===== src/design/orqm_pkg.sv =====
// Shared types and constants for the overwriting ring queue with mean.
`timescale 1ns / 1ps
`default_nettype none
package orqm_pkg;

  localparam int QUEUE_SLOTS_DEF = 6;
  localparam int ID_W            = 12;
  localparam int HEIGHT_W        = 9;
  localparam int KIND_W          = 2;
  // mean never exceeds the largest height, so the quotient fits a height
  localparam int QUOT_W          = HEIGHT_W;
  localparam int ITER_W          = $clog2(QUOT_W);

  typedef enum logic {
    OP_INSERT = 1'b0,
    OP_REMOVE = 1'b1
  } op_t;

  typedef enum logic [KIND_W-1:0] {
    KIND_INSERTED = 2'd0,
    KIND_REMOVED  = 2'd1,
    KIND_EMPTY    = 2'd2
  } kind_t;

  typedef enum logic [2:0] {
    ST_IDLE,
    ST_READ,
    ST_EXEC,
    ST_DIV,
    ST_DONE
  } state_t;

  typedef struct packed {
    logic capture;
    logic exec;
    logic div_step;
    logic load_out;
  } orqm_cmd_t;

  typedef struct packed {
    logic is_insert;
    logic div_last;
    logic out_hold;
  } orqm_status_t;

endpackage
`default_nettype wire


===== src/design/orqm_ram.sv =====
// Generic single-write, single-read RAM with registered read data.
`timescale 1ns / 1ps
`default_nettype none
module orqm_ram #(
  parameter int WIDTH = 8,
  parameter int DEPTH = 8
) (
  input  wire logic                     clk,
  input  wire logic                     we,
  input  wire logic [$clog2(DEPTH)-1:0] waddr,
  input  wire logic [WIDTH-1:0]         wdata,
  input  wire logic [$clog2(DEPTH)-1:0] raddr,
  output logic      [WIDTH-1:0]         rdata
);

  logic [WIDTH-1:0] mem [DEPTH];

  always_ff @(posedge clk) begin
    if (we) begin
      mem[waddr] <= wdata;
    end
    rdata <= mem[raddr];
  end

endmodule
`default_nettype wire


===== src/design/orqm_ctrl.sv =====
// Sequencing state machine: read, update, divide, hand off result.
`timescale 1ns / 1ps
`default_nettype none
module orqm_ctrl
  import orqm_pkg::*;
(
  input  wire logic         clk,
  input  wire logic         rst_n,
  input  wire logic         in_valid,
  output logic              in_ready,
  input  wire orqm_status_t stat,
  output orqm_cmd_t         cmd
);

  state_t state_r, state_nxt;

  always_ff @(posedge clk) begin
    if (!rst_n) begin
      state_r <= ST_IDLE;
    end else begin
      state_r <= state_nxt;
    end
  end

  always_comb begin
    state_nxt = state_r;
    unique case (state_r)
      ST_IDLE: if (in_valid) state_nxt = ST_READ;
      ST_READ: state_nxt = ST_EXEC;
      ST_EXEC: state_nxt = stat.is_insert ? ST_DIV : ST_DONE;
      ST_DIV:  if (stat.div_last) state_nxt = ST_DONE;
      ST_DONE: if (!stat.out_hold) state_nxt = ST_IDLE;
      default: state_nxt = ST_IDLE;
    endcase
  end

  always_comb begin
    in_ready = 1'b0;
    cmd      = '0;
    unique case (state_r)
      ST_IDLE: begin
        in_ready    = 1'b1;
        cmd.capture = in_valid;
      end
      ST_READ: ;
      ST_EXEC: cmd.exec = 1'b1;
      ST_DIV:  cmd.div_step = 1'b1;
      ST_DONE: cmd.load_out = !stat.out_hold;
      default: ;
    endcase
  end

`ifndef ASSERT_OFF
  a_exec_after_read: assert property (@(posedge clk) disable iff (!rst_n)
    cmd.exec |-> $past(state_r) == ST_READ)
    else $error("update issued without a preceding slot read");
  a_div_only_insert: assert property (@(posedge clk) disable iff (!rst_n)
    (cmd.exec && !stat.is_insert) |=> !cmd.div_step)
    else $error("division started for a remove");
  a_no_overwrite_out: assert property (@(posedge clk) disable iff (!rst_n)
    (state_r == ST_DONE && stat.out_hold) |=> state_r == ST_DONE)
    else $error("left result stage while output still held");
`endif

endmodule
`default_nettype wire


===== src/design/orqm_dp.sv =====
// Datapath: slot RAM, ring pointers, running sum, divider, output register.
`timescale 1ns / 1ps
`default_nettype none
module orqm_dp
  import orqm_pkg::*;
#(
  parameter int QUEUE_SLOTS = QUEUE_SLOTS_DEF
) (
  input  wire logic                clk,
  input  wire logic                rst_n,
  input  wire orqm_cmd_t           cmd,
  output orqm_status_t             stat,
  input  wire logic                in_opcode,
  input  wire logic [ID_W-1:0]     in_entry_id,
  input  wire logic [HEIGHT_W-1:0] in_entry_height,
  output logic                     out_valid,
  input  wire logic                out_ready,
  output logic [KIND_W-1:0]        out_result_kind,
  output logic [HEIGHT_W-1:0]      out_mean_height,
  output logic [ID_W-1:0]          out_removed_id,
  output logic [HEIGHT_W-1:0]      out_removed_height
);

  localparam int IDX_W = $clog2(QUEUE_SLOTS);
  localparam int CNT_W = IDX_W;
  localparam int SUM_W = HEIGHT_W + CNT_W;
  localparam int REM_W = SUM_W + 2;
  localparam int ENT_W = ID_W + HEIGHT_W;

  // captured item
  op_t                 op_r;
  logic [ID_W-1:0]     id_r;
  logic [HEIGHT_W-1:0] hgt_r;

  // queue state
  logic [IDX_W-1:0] head_r, head_nxt, tail_r, tail_nxt, head_inc, tail_inc;
  logic [SUM_W-1:0] sum_r, sum_nxt;
  logic [CNT_W-1:0] cnt_r, cnt_nxt;

  // pending result
  kind_t               res_kind_r, res_kind_nxt;
  logic [ID_W-1:0]     res_id_r, res_id_nxt;
  logic [HEIGHT_W-1:0] res_hgt_r, res_hgt_nxt;

  // divider
  logic [REM_W-1:0]  rem_r, dsh_r;
  logic [QUOT_W-1:0] quot_r;
  logic [ITER_W-1:0] iter_r;

  // output register
  logic                out_valid_r;
  kind_t               out_kind_r;
  logic [HEIGHT_W-1:0] out_mean_r, out_hgt_r;
  logic [ID_W-1:0]     out_id_r;

  logic                ram_we;
  logic [ENT_W-1:0]    ram_rdata;
  logic [ID_W-1:0]     rd_id;
  logic [HEIGHT_W-1:0] rd_hgt;
  logic                empty, full;

  orqm_ram #(
    .WIDTH (ENT_W),
    .DEPTH (QUEUE_SLOTS)
  ) u_slots (
    .clk   (clk),
    .we    (ram_we),
    .waddr (tail_r),
    .wdata ({id_r, hgt_r}),
    .raddr (head_r),
    .rdata (ram_rdata)
  );

  assign rd_id  = ram_rdata[ENT_W-1:HEIGHT_W];
  assign rd_hgt = ram_rdata[HEIGHT_W-1:0];

  assign head_inc = (head_r == IDX_W'(QUEUE_SLOTS - 1)) ? '0 : head_r + 1'b1;
  assign tail_inc = (tail_r == IDX_W'(QUEUE_SLOTS - 1)) ? '0 : tail_r + 1'b1;
  assign empty    = (head_r == tail_r);
  assign full     = (tail_inc == head_r);

  always_comb begin
    head_nxt     = head_r;
    tail_nxt     = tail_r;
    sum_nxt      = sum_r;
    cnt_nxt      = cnt_r;
    ram_we       = 1'b0;
    res_kind_nxt = res_kind_r;
    res_id_nxt   = res_id_r;
    res_hgt_nxt  = res_hgt_r;
    if (cmd.exec) begin
      if (op_r == OP_REMOVE) begin
        if (empty) begin
          res_kind_nxt = KIND_EMPTY;
          res_id_nxt   = '0;
          res_hgt_nxt  = '0;
        end else begin
          res_kind_nxt = KIND_REMOVED;
          res_id_nxt   = rd_id;
          res_hgt_nxt  = rd_hgt;
          head_nxt     = head_inc;
          sum_nxt      = sum_r - SUM_W'(rd_hgt);
          cnt_nxt      = cnt_r - 1'b1;
        end
      end else begin
        res_kind_nxt = KIND_INSERTED;
        res_id_nxt   = '0;
        res_hgt_nxt  = '0;
        ram_we       = 1'b1;
        tail_nxt     = tail_inc;
        if (full) begin
          // oldest entry drops out silently
          head_nxt = head_inc;
          sum_nxt  = sum_r - SUM_W'(rd_hgt) + SUM_W'(hgt_r);
        end else begin
          sum_nxt  = sum_r + SUM_W'(hgt_r);
          cnt_nxt  = cnt_r + 1'b1;
        end
      end
    end
  end

  always_ff @(posedge clk) begin
    if (!rst_n) begin
      head_r <= '0;
      tail_r <= '0;
      sum_r  <= '0;
      cnt_r  <= '0;
    end else begin
      head_r <= head_nxt;
      tail_r <= tail_nxt;
      sum_r  <= sum_nxt;
      cnt_r  <= cnt_nxt;
    end
  end

  always_ff @(posedge clk) begin
    if (cmd.capture) begin
      op_r  <= op_t'(in_opcode);
      id_r  <= in_entry_id;
      hgt_r <= in_entry_height;
    end
    res_kind_r <= res_kind_nxt;
    res_id_r   <= res_id_nxt;
    res_hgt_r  <= res_hgt_nxt;
  end

  // Restoring division of (2*sum + count) by (2*count), one quotient bit per step.
  // Divisor starts at (2*count) << (QUOT_W-1) == count << QUOT_W.
  always_ff @(posedge clk) begin
    if (cmd.exec) begin
      rem_r  <= {sum_nxt, 1'b0} + REM_W'(cnt_nxt);
      dsh_r  <= REM_W'(cnt_nxt) << QUOT_W;
      quot_r <= '0;
      iter_r <= ITER_W'(QUOT_W - 1);
    end else if (cmd.div_step) begin
      if (rem_r >= dsh_r) begin
        rem_r  <= rem_r - dsh_r;
        quot_r <= {quot_r[QUOT_W-2:0], 1'b1};
      end else begin
        quot_r <= {quot_r[QUOT_W-2:0], 1'b0};
      end
      dsh_r  <= dsh_r >> 1;
      iter_r <= iter_r - 1'b1;
    end
  end

  always_ff @(posedge clk) begin
    if (!rst_n) begin
      out_valid_r <= 1'b0;
    end else if (cmd.load_out) begin
      out_valid_r <= 1'b1;
    end else if (out_ready) begin
      out_valid_r <= 1'b0;
    end
  end

  always_ff @(posedge clk) begin
    if (cmd.load_out) begin
      out_kind_r <= res_kind_r;
      out_mean_r <= (res_kind_r == KIND_INSERTED) ? quot_r : '0;
      out_id_r   <= res_id_r;
      out_hgt_r  <= res_hgt_r;
    end
  end

  assign stat.is_insert = (op_r == OP_INSERT);
  assign stat.div_last  = (iter_r == '0);
  assign stat.out_hold  = out_valid_r && !out_ready;

  assign out_valid          = out_valid_r;
  assign out_result_kind    = out_kind_r;
  assign out_mean_height    = out_mean_r;
  assign out_removed_id     = out_id_r;
  assign out_removed_height = out_hgt_r;

`ifndef ASSERT_OFF
  a_ptr_range: assert property (@(posedge clk) disable iff (!rst_n)
    (head_r <= IDX_W'(QUEUE_SLOTS - 1)) && (tail_r <= IDX_W'(QUEUE_SLOTS - 1)))
    else $error("ring pointer out of range");
  a_count_matches: assert property (@(posedge clk) disable iff (!rst_n)
    (tail_r >= head_r) ? (int'(cnt_r) == int'(tail_r) - int'(head_r))
                       : (int'(cnt_r) == QUEUE_SLOTS + int'(tail_r) - int'(head_r)))
    else $error("entry count disagrees with pointers");
  a_div_bound: assert property (@(posedge clk) disable iff (!rst_n)
    cmd.div_step |-> ({1'b0, rem_r} < ({1'b0, dsh_r} << 1)))
    else $error("partial remainder exceeds divisor bound");
`endif

endmodule
`default_nettype wire


===== src/design/overwriting_ring_queue_with_mean.sv =====
// Overwriting ring queue with mean height: top level.
//
// Input channel (in_valid/in_ready): in_opcode 0 inserts in_entry_id and
// in_entry_height, dropping the oldest entry when QUEUE_SLOTS-1 are held;
// in_opcode 1 pops the oldest entry.
// Output channel (out_valid/out_ready): one result per input transfer.
// out_result_kind 0 gives the rounded-half-up mean height after an insert,
// 1 gives the popped id and height, 2 flags a remove on an empty queue.
// An insert's result passes through the registered read of the oldest slot,
// the queue update, the divider, which resolves one quotient bit per cycle,
// and the load of the output register; a remove skips the divider. The next
// item can transfer only after the return to idle that follows the load.
// The finished result sits in an output register, so the next item is taken
// while it waits; a further result waits until that register is emptied.
// Reset (rst_n low, synchronous) empties the queue and drops any pending
// result; slot contents are left as they are.
`timescale 1ns / 1ps
`default_nettype none
module overwriting_ring_queue_with_mean
  import orqm_pkg::*;
#(
  parameter int QUEUE_SLOTS = QUEUE_SLOTS_DEF
) (
  input  wire logic                clk,
  input  wire logic                rst_n,
  input  wire logic                in_valid,
  output logic                     in_ready,
  input  wire logic                in_opcode,
  input  wire logic [ID_W-1:0]     in_entry_id,
  input  wire logic [HEIGHT_W-1:0] in_entry_height,
  output logic                     out_valid,
  input  wire logic                out_ready,
  output logic [KIND_W-1:0]        out_result_kind,
  output logic [HEIGHT_W-1:0]      out_mean_height,
  output logic [ID_W-1:0]          out_removed_id,
  output logic [HEIGHT_W-1:0]      out_removed_height
);

  orqm_cmd_t    cmd;
  orqm_status_t stat;

  orqm_ctrl u_ctrl (
    .clk      (clk),
    .rst_n    (rst_n),
    .in_valid (in_valid),
    .in_ready (in_ready),
    .stat     (stat),
    .cmd      (cmd)
  );

  orqm_dp #(
    .QUEUE_SLOTS (QUEUE_SLOTS)
  ) u_dp (
    .clk                (clk),
    .rst_n              (rst_n),
    .cmd                (cmd),
    .stat               (stat),
    .in_opcode          (in_opcode),
    .in_entry_id        (in_entry_id),
    .in_entry_height    (in_entry_height),
    .out_valid          (out_valid),
    .out_ready          (out_ready),
    .out_result_kind    (out_result_kind),
    .out_mean_height    (out_mean_height),
    .out_removed_id     (out_removed_id),
    .out_removed_height (out_removed_height)
  );

endmodule
`default_nettype wire


===== config.mk =====
export PLATFORM = sky130hd
export DESIGN_NAME = overwriting_ring_queue_with_mean
export DESIGN_NICKNAME = d
export VERILOG_FILES = /design/src/design/orqm_pkg.sv /design/src/design/orqm_ram.sv /design/src/design/orqm_ctrl.sv /design/src/design/orqm_dp.sv /design/src/design/overwriting_ring_queue_with_mean.sv
export SDC_FILE = /design/constraint.sdc
export NUM_CORES = 1
export LEC_CHECK = 0
export BUFFER_PORTS_ARGS = -buffer_cell sky130_fd_sc_hd__buf_2
export CAP_MARGIN = 15
export CORE_MARGIN = 2
export CORE_UTILIZATION = 45
export CTS_BUF_LIST = sky130_fd_sc_hd__clkbuf_8
export CTS_CLUSTER_SIZE = 20
export DETAILED_ROUTE_END_ITERATION = 6
export SLEW_MARGIN = 25
export SYNTH_ARGS = -nofsm -noshare
export SYNTH_HDL_FRONTEND = slang
export SYNTH_SLANG_ARGS = --single-unit

===== constraint.sdc =====
create_clock -name clk -period 4.4 [get_ports clk]
set_clock_uncertainty 0.1 [all_clocks]
set_input_delay 0.88 -clock clk [delete_from_list [all_inputs] [get_ports clk]]
set_output_delay 0.88 -clock clk [all_outputs]
set_load 0.05 [all_outputs]

Yosys cells after proc, flatten, opt, wreduce, memory -nomap -nowiden
Memory sizes are Yosys's and may differ from the RTL's. A register that Yosys moved wholly into a read port is not among the register bits.
Index checks and enable logic that the tools add are counted.
{"block": "totals", "out_inout_bits": 34, "register_bits": 141, "latchBits": 0, "ramBits": 126, "romBits": 0, "input_bits": 26, "n_memories": 1}
{"block": "op_classes", "n_eq_ne": 12, "mux": 36, "n_reduce_logical": 15, "n_bitwise": 1, "shifts": 0, "n_addsub": 10, "magnitude_cmp": 1, "n_mul": 0, "n_div": 0}
{"memory": "u_dp.u_slots.mem", "words": 6, "width": 21, "rd": 1, "rd_clocked_by_memory_dff": 1, "write_ports": 1, "line_no": "orqm_ram.sv:16", "text": "logic [WIDTH-1:0] mem [DEPTH];"}
{"op": "two-way mux 12 bit", "count": 6}
{"op": "two-way mux 14 bit", "count": 3}
{"op": "two-way mux 3 bit", "count": 13}
{"op": "adder 12 x 9 -> 12 bit", "count": 2}
{"op": "one-hot mux 3 bit (5 select lines)", "count": 1}
{"op": "adder 13 x 3 -> 14 bit", "count": 1}
{"op": ">= comparator 14 x 12 -> 1 bit", "count": 1}
{"op": "subtractor 14 x 12 -> 14 bit", "count": 1}
{"op": "two-way mux 1 bit", "count": 12}
{"op": "subtractor 12 x 9 -> 12 bit", "count": 1}
{"op": "adder 3 x 1 -> 3 bit (second input constant)", "count": 3}
{"op": "equality test 3 bit (second input constant)", "count": 3}
{"op": "!= test 2 bit (second input constant)", "count": 4}
{"op": "nonzero test 2 bit", "count": 4}
{"op": "equality test 3 x 2 -> 1 bit (second input constant)", "count": 2}
{"op": "equality test 3 bit", "count": 2}
{"op": "AND reduction 3 bit", "count": 2}
{"op": "logical NOT 4 bit", "count": 1}
{"op": "AND reduction 2 bit", "count": 2}
{"op": "subtractor 4 x 1 -> 4 bit (second input constant)", "count": 1}
{"op": "equality test 3 x 1 -> 1 bit (second input constant)", "count": 1}
{"op": "logical NOT 3 bit", "count": 1}
{"op": "subtractor 3 x 1 -> 3 bit (second input constant)", "count": 1}
{"op": "logical NOT 1 bit", "count": 2}
{"op": "5 further kinds", "count": 5}

Logic depth before layout (Yosys ltp)
Gate-level depths: netlist of the first run.
{"block": "depth", "depth_word": 8, "mapped_depth": 21, "ltp_nobuf": 20}

Cells and area by module
Synthesis of the first run repeated with hierarchy kept, for this count alone.
{"block": "unflattened", "hier_cells": 978, "area_unflattened_um2": 12719.7}
{"mod": "orqm_dp", "instances": 1, "cells_per_inst": 677, "seq_area_each_um2": 3703.6, "area_per_inst_um2": 7219.4}
{"mod": "orqm_ram", "instances": 1, "cells_per_inst": 277, "seq_area_each_um2": 4204.0, "area_per_inst_um2": 5300.1}
{"mod": "orqm_ctrl", "instances": 1, "cells_per_inst": 24, "seq_area_each_um2": 60.1, "area_per_inst_um2": 200.2}

Worst setup path after synthesis of the first run
Ideal clock, no wire load.
{"block": "synth_timing", "path_type": "register -> register", "from": "register u_dp.tail_r[2]", "to": "register u_dp.rem_r[12] (data pin)", "path_buffers": 3, "arrival_ns": 4.039, "setup_ns": 0.261, "setup_slack_ns": 0.001, "stages_incl_launch_ff": 22, "synth_period_minus_slack_ns": 4.399, "cell_sequence": "dfxtp_1 buf_2 and3b_1 o21ai_0 a22o_1 buf_2 buf_1 nand2_1 o21ai_0 ha_1 inv_1 fa_1 nand3b_1 a31oi_1 o32ai_1 a311o_2 o31a_1 a311oi_2 xnor2_1 nor3_2 xnor2_1 mux2i_1"}
{"block": "synth_between", "elab_chain_cells": 8, "elab_cells_between_ends": 15, "classes_between": "2 x add/sub; 3 x eq/ne; 10 x mux"}
{"element": "start: declaration", "line_no": "orqm_dp.sv:36", "text": "logic [IDX_W-1:0] head_r, head_nxt, tail_r, tail_nxt, head_inc, tail_inc;"}
{"element": "start signal: assignment", "line_no": "orqm_dp.sv:131", "text": "tail_r <= tail_nxt;"}
{"element": "adder 3 x 1 -> 3 bit / equality test 3 bit (equally long branches)", "line_no": "orqm_dp.sv:78", "text": "assign tail_inc = (tail_r == IDX_W'(QUEUE_SLOTS - 1)) ? '0 : tail_r + 1'b1;"}
{"element": "two-way mux 3 bit", "line_no": "orqm_dp.sv:78"}
{"element": "equality test 3 bit", "line_no": "orqm_dp.sv:80", "text": "assign full = (tail_inc == head_r);"}
{"element": "two-way mux 12 bit / two-way mux 3 bit (equally long branches)", "line_no": "orqm_dp.sv:111", "text": "if (full) begin"}
{"element": "two-way mux 12 bit / two-way mux 3 bit (equally long branches)", "line_no": "orqm_dp.sv:92", "text": "if (op_r == OP_REMOVE) begin"}
{"element": "two-way mux 12 bit / two-way mux 3 bit (equally long branches)", "line_no": "orqm_dp.sv:91", "text": "if (cmd.exec) begin"}
{"element": "adder 13 x 3 -> 14 bit *", "line_no": "orqm_dp.sv:152", "text": "rem_r <= {sum_nxt, 1'b0} + REM_W'(cnt_nxt);"}
{"element": "two-way mux 14 bit *", "line_no": "orqm_dp.sv:151", "text": "if (cmd.exec) begin"}
{"element": "end signal: assignment", "line_no": "orqm_dp.sv:152"}
{"element": "end signal: assignment", "line_no": "orqm_dp.sv:158", "text": "rem_r <= rem_r - dsh_r;"}
{"element": "end: declaration", "line_no": "orqm_dp.sv:46", "text": "logic [REM_W-1:0] rem_r, dsh_r;"}
Mark *: on every way between the ends. The rest lies on a longest branch, timed or not.
A chain may end at the register's enable or synchronous reset.

Worst setup path in the final report of the first run
{"block": "layout_timing", "from": "register u_dp.u_slots.rdata[5] (read register of u_dp.u_slots.mem)", "to": "register u_dp.rem_r[11] (data pin)"}
{"block": "layout_between", "elab_chain_cells": 7, "elab_cells_between_ends": 8, "classes_between": "3 x add/sub; 5 x mux"}
{"element": "start: declaration", "line_no": "orqm_ram.sv:13", "text": "output logic [WIDTH-1:0] rdata"}
{"element": "subtractor 12 x 9 -> 12 bit *", "line_no": "orqm_dp.sv:102, orqm_dp.sv:114"}
{"element": "adder 12 x 9 -> 12 bit", "line_no": "orqm_dp.sv:114", "text": "sum_nxt = sum_r - SUM_W'(rd_hgt) + SUM_W'(hgt_r);"}
{"element": "two-way mux 12 bit", "line_no": "orqm_dp.sv:111"}
{"element": "two-way mux 12 bit *", "line_no": "orqm_dp.sv:92"}
{"element": "two-way mux 12 bit *", "line_no": "orqm_dp.sv:91"}
{"element": "adder 13 x 3 -> 14 bit *", "line_no": "orqm_dp.sv:152"}
{"element": "two-way mux 14 bit *", "line_no": "orqm_dp.sv:151"}
Marked as above.

==> flow_summary.toml, run 1 <==
[outcome]
status = "finished, final reports clean"

[final_layout]
nNetsFinal = 1147
layout-drive-gt1-share_pct = 22.2
multi_input_area_mm2 = 0.00423
regArea_mm2 = 0.00798
nFillCells = 2307
synthToLayoutAreaGrowth_pct = 16.5
stdcell_count = 1458
n_antenna_cell = 0

[floorplan]
die-area_mm2 = 0.0289
core.rowCount = 60
pin_count = 60
die_h_um = 170
floorplan.initialDensity_pct = 45.8
die_w_um = 170
coreArea_mm2 = 0.0270

[timing]
final-setup-viol-count = 0
hold_ws_ns = 0.314
hold_violations = 0
slew-limit-headroom_pct = 49.5
drv_slew = 0
fin_crit_sh_pct = 97.7
period_minus_slack_ns = 4.30
max_clock_freq_ghz = 0.233
tightest_slew_ns = 0.756
setup_ws_ns = 0.103
rsz0062_at_grt = "yes"

[yosys]
syn_nets = 1020
synth_top_area_share_pct = 53.3
yosys.area.top_type = "edfxtp_1"
yosysSeqAreaShare_pct = 64.3
synth-seq-cells = 288
synth_ff_type = "edfxtp_1"
synthArstFlopShare_pct = 0
syn_inst = 952
synth_cell_types = 75
synth_edf_count = 220
syn-mean-instance-area_um2 = 13.0
yosys_warnings = 0
synth_area_mm2 = 0.0124
synth.top_cells.by_area = "edfxtp_1 53%, dfxtp_1 11%, ha_1 3.8%, mux4_2 3.8%, nand2_1 2.8%"

[clock_tree]
numCtsBuffers = 48
htree_levels = 2
cts_num_sinks = 288
clock_path_buffers = 3
root_buffer = "clkbuf_8"
cts_tree = "built"
clock_latency_ns = 0.56
path_clk_slew_ns = 0.06

[place]
gp_congestion = 0.880
dp.cells = 1361
port_buffers = 59
hpwl_mm = 16.6
dp_slack_ns = 0.0276

[global_routing]
grt_usage_pct = 17.8
grt_start_max_net_pins = 46
grt_pass1_vias = 7646
grt_pass1_wl_mm = 40.3
antenna_found_initial = 1
grt_overflow = 0

[setup_path]
crit_path_end_kind = "flip-flop"
crit_family = "compound AO/OA/AOI/OAI gates"
required_ns = 4.58
path_max_fanout = 4
path_cells = "inv_1 > ha_1 > or2_4 > or3_4 > o21ai_1 > xor2_1 > o21ai_0 > ha_1 > o2111ai_2 > a31oi_4 > o32ai_4 > a311o_2 > o31a_1 > a311oi_2 > xnor2_2 > buf_4 > xor2_1 > mux2i_1"
path_buf_inv = 2
crit_path_top_delay_cell = "or3_4"
cp-start-kind = "flip-flop"
cp.arrival_ns = 4.48
critPathKind = "flip-flop to flip-flop"
max_stage_delay_ns = 0.35

[power_and_ir_drop]
power.density_mw_per_mm2 = 412
p_leak_uw = 0.00533
vdd_drop_max_uv = 260

[detailed_routing]
first_pass_iters = 5
drcViolationCount = 0
drt-total-wl_mm = 25.4
viasPerCell = 5.23
num_vias = 7630
drt_iter0_markers = 477
wl_per_cell_um = 17.4
detail-route-antenna-nets = 0

[run]
cap_viol_max_count = 0

[min_path]
min_path_type = "flip-flop to flip-flop"
==> metrics by stage <==
step	cell area (µm²)	util (%)	setup TNS [ns]	total power, µW
final	14400	53.4	0	5940
after global routing	14400	53.4	-0.189	6210
after CTS	14200	52.6	0	5990
after detailed placement	13300	49.2	0	3730
after global placement	13300	49.2	0	3730
after floorplan	12400	-	0	3560
==> cells in the mapped netlist (3+ instances only) <==
master     instances
dfxtp_1           68
o2111ai_1          3
ha_1              38
and2_1            31
edfxtp_1         220
o21ai_0           65
clkbuf_1          17
nand3b_1           3
xor2_1            18
o22ai_1            7
o31ai_1            5
nand2_1           94
nor2b_1            7
o211ai_1           4
mux4_2            21
a31oi_1            9
buf_2              6
xnor2_1           20
nor2_1            73
buf_1              8
inv_1             45
nor4_1             3
a21oi_1           31
fa_1               4
nand4_1            8
mux2i_1           26
nand3_1           25
nor3_1            19
and3_1             3
a211oi_1           5
o31a_1             3
nand2b_1           5
a21o_1             4
==> final timing paths <==
path / end / start / slack, ns / cells after the start
max reg2reg: u_dp.rem_r[11] / u_dp.u_slots.rdata[5] / 0.10 / 18
min: u_dp.out_removed_id[7] / u_dp.res_id_r[7] / 0.31 / 0
min reg2reg: u_dp.out_removed_id[7] / u_dp.res_id_r[7] / 0.31 / 0
max: u_dp.rem_r[11] / u_dp.u_slots.rdata[5] / 0.10 / 18
==> per-layer routing <==
metal | global-route usage (%) | vias to the layer above | part of all wire [%]
met2 | 28.2 | 185 | 45
met4 | 6.69 | 0 | 2.7
li1 | - | 3761 | -
met5 | 0 | - | 0
met3 | 3.49 | 58 | 4.9
met1 | 24.5 | 3626 | 47
==> report_power, final <==
part | internal [µW] | leakage, µW | switching [µW]
Clock | 1210 | 0.000540 | 1020
Combinational | 244 | 0.00222 | 355
Sequential | 3040 | 0.00257 | 68.0
Total | 4500 | 0.00533 | 1450
==> repair_timing <==
item / in CTS / in global routing
hold buffers: 0 / 0
resized for setup: 3 / 38
pin swaps: 1 / 27
buffers inserted: 0 / 9
endpoints found under the setup margin: 1 / 7
==> cell type report <==
class                           count  share of cell area [%]
Timing Repair Buffer              113                    4.90
Sequential cell                   288                    55.3
Clock inverter                     39                    1.64
Inverter                           49                    1.27
Tap cell                          341                    2.96
Clock buffer                       49                    4.67
Multi-Input combinational cell    579                    29.3
==> registers in the layout, summed over array words and instances, names as in the netlist <==
| register | flops |
|---|---|
| u_dp.out_removed_height | 9 |
| u_dp.res_id_r | 12 |
| u_dp.head_r | 3 |
| u_dp.rem_r | 14 |
| u_dp.id_r | 12 |
| u_dp.out_result_kind | 2 |
| u_dp.out_removed_id | 12 |
| u_dp.iter_r | 4 |
| u_dp.cnt_r | 3 |
| u_dp.res_kind_r | 2 |
| u_dp.op_r | 1 |
| u_ctrl.state_r | 3 |
| u_dp.u_slots.rdata | 21 |
| u_dp.quot_r | 9 |
| u_dp.u_slots.mem | 126 |
| u_dp.tail_r | 3 |
| u_dp.out_valid | 1 |
| u_dp.res_hgt_r | 9 |
| u_dp.out_mean_height | 9 |
| u_dp.sum_r | 12 |
| u_dp.hgt_r | 9 |
| u_dp.dsh_r | 12 |
==> placed cells by master (no fill, tap or decap), types with 3 or more instances in the layout <==
master and count:
edfxtp_1 220, buf_4 53, nand2_1 94, mux2i_1 26
and3_1 3, o31ai_1 5, nor3_1 17, clkbuf_8 50
nand4_1 8, nor2_2 3, xnor2_1 19, and2_1 30
fa_1 3, o31a_1 3, clkinv_1 12, nand3_1 25
a21o_1 4, dfxtp_2 6, mux4_2 21, o211ai_1 4
buf_2 59, o21ai_1 5, nor2b_1 5, a21oi_1 26
ha_1 34, nor3_2 4, a211oi_1 5, a21oi_2 5
inv_1 66, nand2b_1 5, xor2_1 18, inv_2 3
o21ai_0 60, nor2_1 70, nand3b_1 3, a31oi_1 7
bufinv_16 3, dfxtp_1 62, o22ai_1 6
==> cell families (layout without fill, tap and decap cells) <==
group           after synthesis  in the layout  synth area share [%]
buf+inv                      85            250                  2.90
compound gates              165            165                  8.50
flops                       288            288                  64.3
mux                          48             48                  6.01
fa+ha+maj                    42             42                  4.48
simple gates                285            285                  11.0
xor+xnor                     39             39                  2.82
Power figures use the tool's default switching activity.
==> run 2, diff against run 1 <==
Settings changed: CORE_UTILIZATION 45 to 57, PLACE_DENSITY set to 0.78.
==> flow_summary.toml, run 2 (synthesis gave the netlist of run 1 again) <==
[final_layout]
largest_register_ffs = 126
fin_util_pct = 67.7
synthToLayoutAreaGrowth_pct = 15.6
stdcell_count = 1385
nNetsFinal = 1144
nFillCells = 1510
top_regs = "u_dp.u_slots.mem: 126 flops, u_dp.u_slots.rdata: 21 flops, u_dp.rem_r: 14 flops"
layout-drive-gt1-share_pct = 23.3
most-common-layout-cells = "220 x edfxtp_1, 94 x nand2_1, 68 x nor2_1, 62 x dfxtp_1, 61 x inv_1"
n_antenna_cell = 0
top_register = "u_dp.u_slots.mem"
mostFrequentLayoutCell = "edfxtp_1"

[global_routing]
grt_usage_pct = 21.9
grt-busiest-layer = "met2"
use_met3_pct = 5.45
use_met2_pct = 36.0
grt_start_max_net_pins = 43
grt_pass1_wl_mm = 38.5
grtUsageMet1_pct = 28.7
antenna_found_initial = 1
grt_pass1_vias = 7648
grt_overflow = 0

[floorplan]
core.rowCount = 53
die_h_um = 151
coreArea_mm2 = 0.0212
die-area_mm2 = 0.0229
floorplan.initialDensity_pct = 58.6
die_w_um = 151
pin_count = 60

[clock_tree]
path_clk_slew_ns = 0.06
clock_path_buffers = 3
ctsHoldBuffers = 0
numCtsBuffers = 44
clock_latency_ns = 0.57
cts_tree = "built"
htree_levels = 2
cts_num_sinks = 288
root_buffer = "clkbuf_8"

[timing]
tightest_slew_ns = 0.796
final-setup-viol-count = 0
setup_ws_ns = 0.0876
drv_slew = 0
fin_crit_sh_pct = 98.0
slew-limit-headroom_pct = 47.0
max_clock_freq_ghz = 0.232
period_minus_slack_ns = 4.31
hold_violations = 0
hold_ws_ns = 0.316

[power_and_ir_drop]
clkPwrFrac_pct = 35.3
intPower_uw = 4340
power.density_mw_per_mm2 = 403
p_leak_uw = 0.00530
vdd_drop_max_uv = 308
power_uw = 5770
sequentialPowerShare_pct = 53.9
p_sw_share_pct = 24.7
p_comb_share_pct = 10.7
netSwitchingPower_uw = 1430

[min_path]
min_path_type = "flip-flop to flip-flop"
whs_endpoint = "u_dp.out_removed_id[6]"
holdPathStages = 0
min_from = "u_dp.res_id_r[6]"

[setup_path]
rr_worst_depth = 18
cp-start-kind = "flip-flop"
cp.arrival_ns = 4.52
critPathKind = "flip-flop to flip-flop"
required_ns = 4.61
reg2reg_to = "u_dp.rem_r[11]"
rrSetupSlack_ns = 0.09
crit_path_end_kind = "flip-flop"
r2r-start = "u_dp.u_slots.rdata[5]"
path_max_fanout = 4

[detailed_routing]
drt_iter0_markers = 473
drt-total-wl_mm = 24.7
detail-route-antenna-nets = 0
drcViolationCount = 0
first_pass_iters = 5
wl_per_cell_um = 17.8
num_vias = 7750
viasPerCell = 5.60

[place]
hpwl_mm = 16.2
gp_congestion = 0.904
dp.cells = 1295
port_buffers = 59
dp_slack_ns = -0.0165

[outcome]
status = "finished, final reports clean"

[run]
cap_viol_max_count = 0
==> run 2: final cells by class <==
cell class | count | area (µm²) | area share [%]
inverters | 49 | 184 | 1.28
multi-input cells | 579 | 4280 | 29.9
well taps | 275 | 344 | 2.40
repair buffers | 114 | 712 | 4.97
clock inverters | 30 | 136 | 0.952
clock buffers | 50 | 688 | 4.81
flip-flops and latches | 288 | 7980 | 55.7
==> run 2: how the worst max path moves through the flow <==
stage                                from  slack [ns]        endpoint  cells after the start
floorplan                  u_dp.tail_r[2]      0.0008  u_dp.rem_r[12]                     21
global placement            u_dp.sum_r[0]        0.09  u_dp.rem_r[12]                     19
detailed placement          u_dp.sum_r[0]       -0.02  u_dp.rem_r[12]                     19
CTS                         u_dp.sum_r[0]        0.05  u_dp.rem_r[11]                     19
global route               u_dp.head_r[2]       -0.07  u_dp.rem_r[12]                     17
finish              u_dp.u_slots.rdata[5]        0.09  u_dp.rem_r[11]                     18
==> run 2: metrics by stage <==
step	TNS, ns	area, µm²
after floorplan	0	12400
after CTS	0	14100
after global placement	0	13200
after detailed placement	-0.0165	13200
after global routing	-0.141	14300
final	0	14300
==> run 2: power by group through the flow <==
stage | logic (µW) | clock network, µW | registers [µW]
floorplan | 405 | 0 | 3150
global placement | 551 | 0 | 3160
detailed placement | 564 | 0 | 3170
CTS | 572 | 2090 | 3110
global route | 682 | 2210 | 3120
finish | 618 | 2040 | 3110
==> run 2: metal layers <==
layer	wire, µm	vias to the layer above
met5	0	-
met4	548	0
met3	1530	41
met2	12000	265
met1	10600	3698
li1	-	3746
==> run 2: critical path, cell delays in order (launching register included) <==
cell and delay (ns):
dfxtp_1 0.31, inv_1 0.06, ha_2 0.21, or2_4 0.27, or3_4 0.36, o21ai_2 0.15, xor2_1 0.24, o21ai_0 0.14
ha_1 0.39, o2111ai_2 0.15, a31oi_4 0.21, o32ai_4 0.11, a311o_2 0.36, o31a_1 0.11, a311oi_2 0.35, xnor2_2 0.19
buf_4 0.16, xor2_1 0.12, mux2i_1 0.08
==> run 2: what timing repair did <==
item / in CTS / in global routing
setup buffers: 0 / 10
endpoints found under the hold margin: 0 / 0
setup endpoints to repair: 1 / 9
pin swaps: 0 / 27
gates resized for setup: 2 / 51
==> run 3, diff against run 2 <==
--- a/config.mk
+++ b/config.mk
@@ -13,4 +13,5 @@
 export CTS_CLUSTER_SIZE = 20
 export DETAILED_ROUTE_END_ITERATION = 6
+export GPL_TIMING_DRIVEN = 0
 export PLACE_DENSITY = 0.78
 export SLEW_MARGIN = 25
==> constraint.sdc (replaced) <==
create_clock -name clk -period 4.4 [get_ports clk]
set_clock_uncertainty 0.1 [all_clocks]
set_input_delay 0.88 -clock clk [delete_from_list [all_inputs] [get_ports clk]]
set_output_delay 0.88 -clock clk [all_outputs]
set_load 0.1 [all_outputs]
==> flow_summary.toml, run 3 (synthesis gave the netlist of run 1 again) <==
[timing]
fin_crit_sh_pct = 99.9
setup_ws_ns = 0.00611
hold_violations = 0
drv_slew = 0
max_clock_freq_ghz = 0.228
rsz0062_at_grt = "yes"
slew-limit-headroom_pct = 37.7
period_minus_slack_ns = 4.39
final-setup-viol-count = 0
tightest_slew_ns = 0.931

[setup_path]
cp.arrival_ns = 4.60
path_max_fanout = 5
crit_path_end_kind = "flip-flop"
r2r-start = "u_dp.sum_r[0]"
cp-start-kind = "flip-flop"
setup.worst_path.start = "u_dp.sum_r[0]"
required_ns = 4.60
critPathKind = "flip-flop to flip-flop"

[detailed_routing]
wl_per_cell_um = 18.2
viasPerCell = 5.68
drcViolationCount = 0
drt_iter0_markers = 610
drt-total-wl_mm = 25.5
detail-route-antenna-nets = 0
first_pass_iters = 5
num_vias = 7973

[power_and_ir_drop]
power.density_mw_per_mm2 = 398
intPower_uw = 4310
clkPwrFrac_pct = 34.9
p_sw_share_pct = 25.1
power_uw = 5750
sequentialPowerShare_pct = 54.1
p_comb_share_pct = 11.0
netSwitchingPower_uw = 1440
p_leak_uw = 0.00532
vdd_drop_max_uv = 257

[min_path]
min_path_type = "flip-flop to flip-flop"
min_from = "u_dp.res_id_r[1]"

[clock_tree]
htree_levels = 2
path_clk_slew_ns = 0.06
cts_num_sinks = 288
root_buffer = "clkbuf_8"
clock_latency_ns = 0.56
clock_path_buffers = 3
cts_tree = "built"
numCtsBuffers = 44
ctsHoldBuffers = 0

[final_layout]
top_register = "u_dp.u_slots.mem"
largest_register_ffs = 126
n_antenna_cell = 0
fin_area_mm2 = 0.0144
mostFrequentLayoutCell = "edfxtp_1"
stdcell_count = 1403
synthToLayoutAreaGrowth_pct = 16.6
layout-drive-gt1-share_pct = 23.3
most-common-layout-cells = "220 x edfxtp_1, 94 x nand2_1, 71 x nor2_1, 67 x buf_2, 66 x inv_1"
top_regs = "u_dp.u_slots.mem: 126 flops, u_dp.u_slots.rdata: 21 flops, u_dp.rem_r: 14 flops"
nNetsFinal = 1161

[floorplan]
coreArea_mm2 = 0.0212
floorplan.initialDensity_pct = 58.6
die-area_mm2 = 0.0229
die_h_um = 151
core.rowCount = 53
pin_count = 60
die_w_um = 151

[global_routing]
antenna_found_initial = 0
grt_pass1_wl_mm = 40.0
grt_overflow = 0
grt_usage_pct = 22.7
grt_pass1_vias = 7905
grt_start_max_net_pins = 33

[place]
dp_slack_ns = -0.696
place_area_mm2 = 0.0131
dp.cells = 1298
hpwl_mm = 17.2
gp_congestion = 0.881
port_buffers = 59

[run]
cap_viol_max_count = 0

[outcome]
status = "finished, final reports clean"
run 3: cell type report:
| cell class | count | area (µm²) |
|---|---|---|
| fillers | 1443 | 6710 |
| well taps | 275 | 344 |
| multi-input cells | 579 | 4350 |
| inverters | 49 | 184 |
| repair buffers | 97 | 578 |
| flip-flops and latches | 288 | 7980 |
| plain buffers | 34 | 195 |
| clock buffers | 45 | 619 |
| clock inverters | 36 | 190 |
run 3: final timing paths:
| check | end | slack, ns | cells past startpoint |
|---|---|---|---|
| worst max register to register | u_dp.rem_r[12] | 0.006 | 20 |
| worst max-delay path | u_dp.rem_r[12] | 0.006 | 20 |
| worst min-delay path | u_dp.out_removed_id[1] | 0.31 | 0 |
| worst min register to register | u_dp.out_removed_id[1] | 0.31 | 0 |
run 3: per-stage QoR:
| step | hold slack (ns) | utilization, % | TNS (ns) |
|---|---|---|---|
| 6_report | 0.314 | 68.3 | 0 |
| 2_1_floorplan | 0.300 | - | 0 |
| 3_5_place_dp | 0.305 | 62.2 | -4.89 |
| 5_1_grt | 0.315 | 68.3 | -1.84 |
| 4_1_cts | 0.318 | 66.9 | 0 |
| 3_3_place_gp | 0.302 | 61.6 | -63.64 |
run 3: critical path, cell delays in order, from the launching register on:
cell	delay [ns]
dfxtp_2	0.34
inv_2	0.06
ha_4	0.15
fa_2	0.38
nor2b_2	0.16
o31a_1	0.26
buf_4	0.14
a21oi_1	0.05
nand2_1	0.11
nand2_1	0.09
ha_2	0.23
nor2_1	0.33
o211ai_1	0.15
buf_4	0.18
a31o_2	0.26
mux2_2	0.27
o32a_2	0.20
o21ai_0	0.22
xor2_1	0.24
xnor2_1	0.14
mux2i_1	0.09
run 3: metal layers:
metal | up-vias | wire length [µm] | global-route usage (%)
met4 | 0 | 744 | 8.69
met5 | - | 0 | 0
li1 | 3783 | - | -
met2 | 323 | 12500 | 37.9
met1 | 3796 | 10400 | 29.5
met3 | 71 | 1820 | 4.70
run 3: power groups by stage:
stage	registers [µW]	logic (µW)	clock network, µW
final	3110	630	2010
after global routing	3120	695	2190
after CTS	3110	585	2060
after detailed placement	3170	564	0
after global placement	3160	548	0
after floorplan	3170	410	0
run 3: what timing repair did:
item,4_1_cts,5_1_grt
gates resized for setup,31,49
pin swaps,16,29
setup buffers,11,15
endpoints found under the setup margin,12,25
hold endpoints to repair,0,0
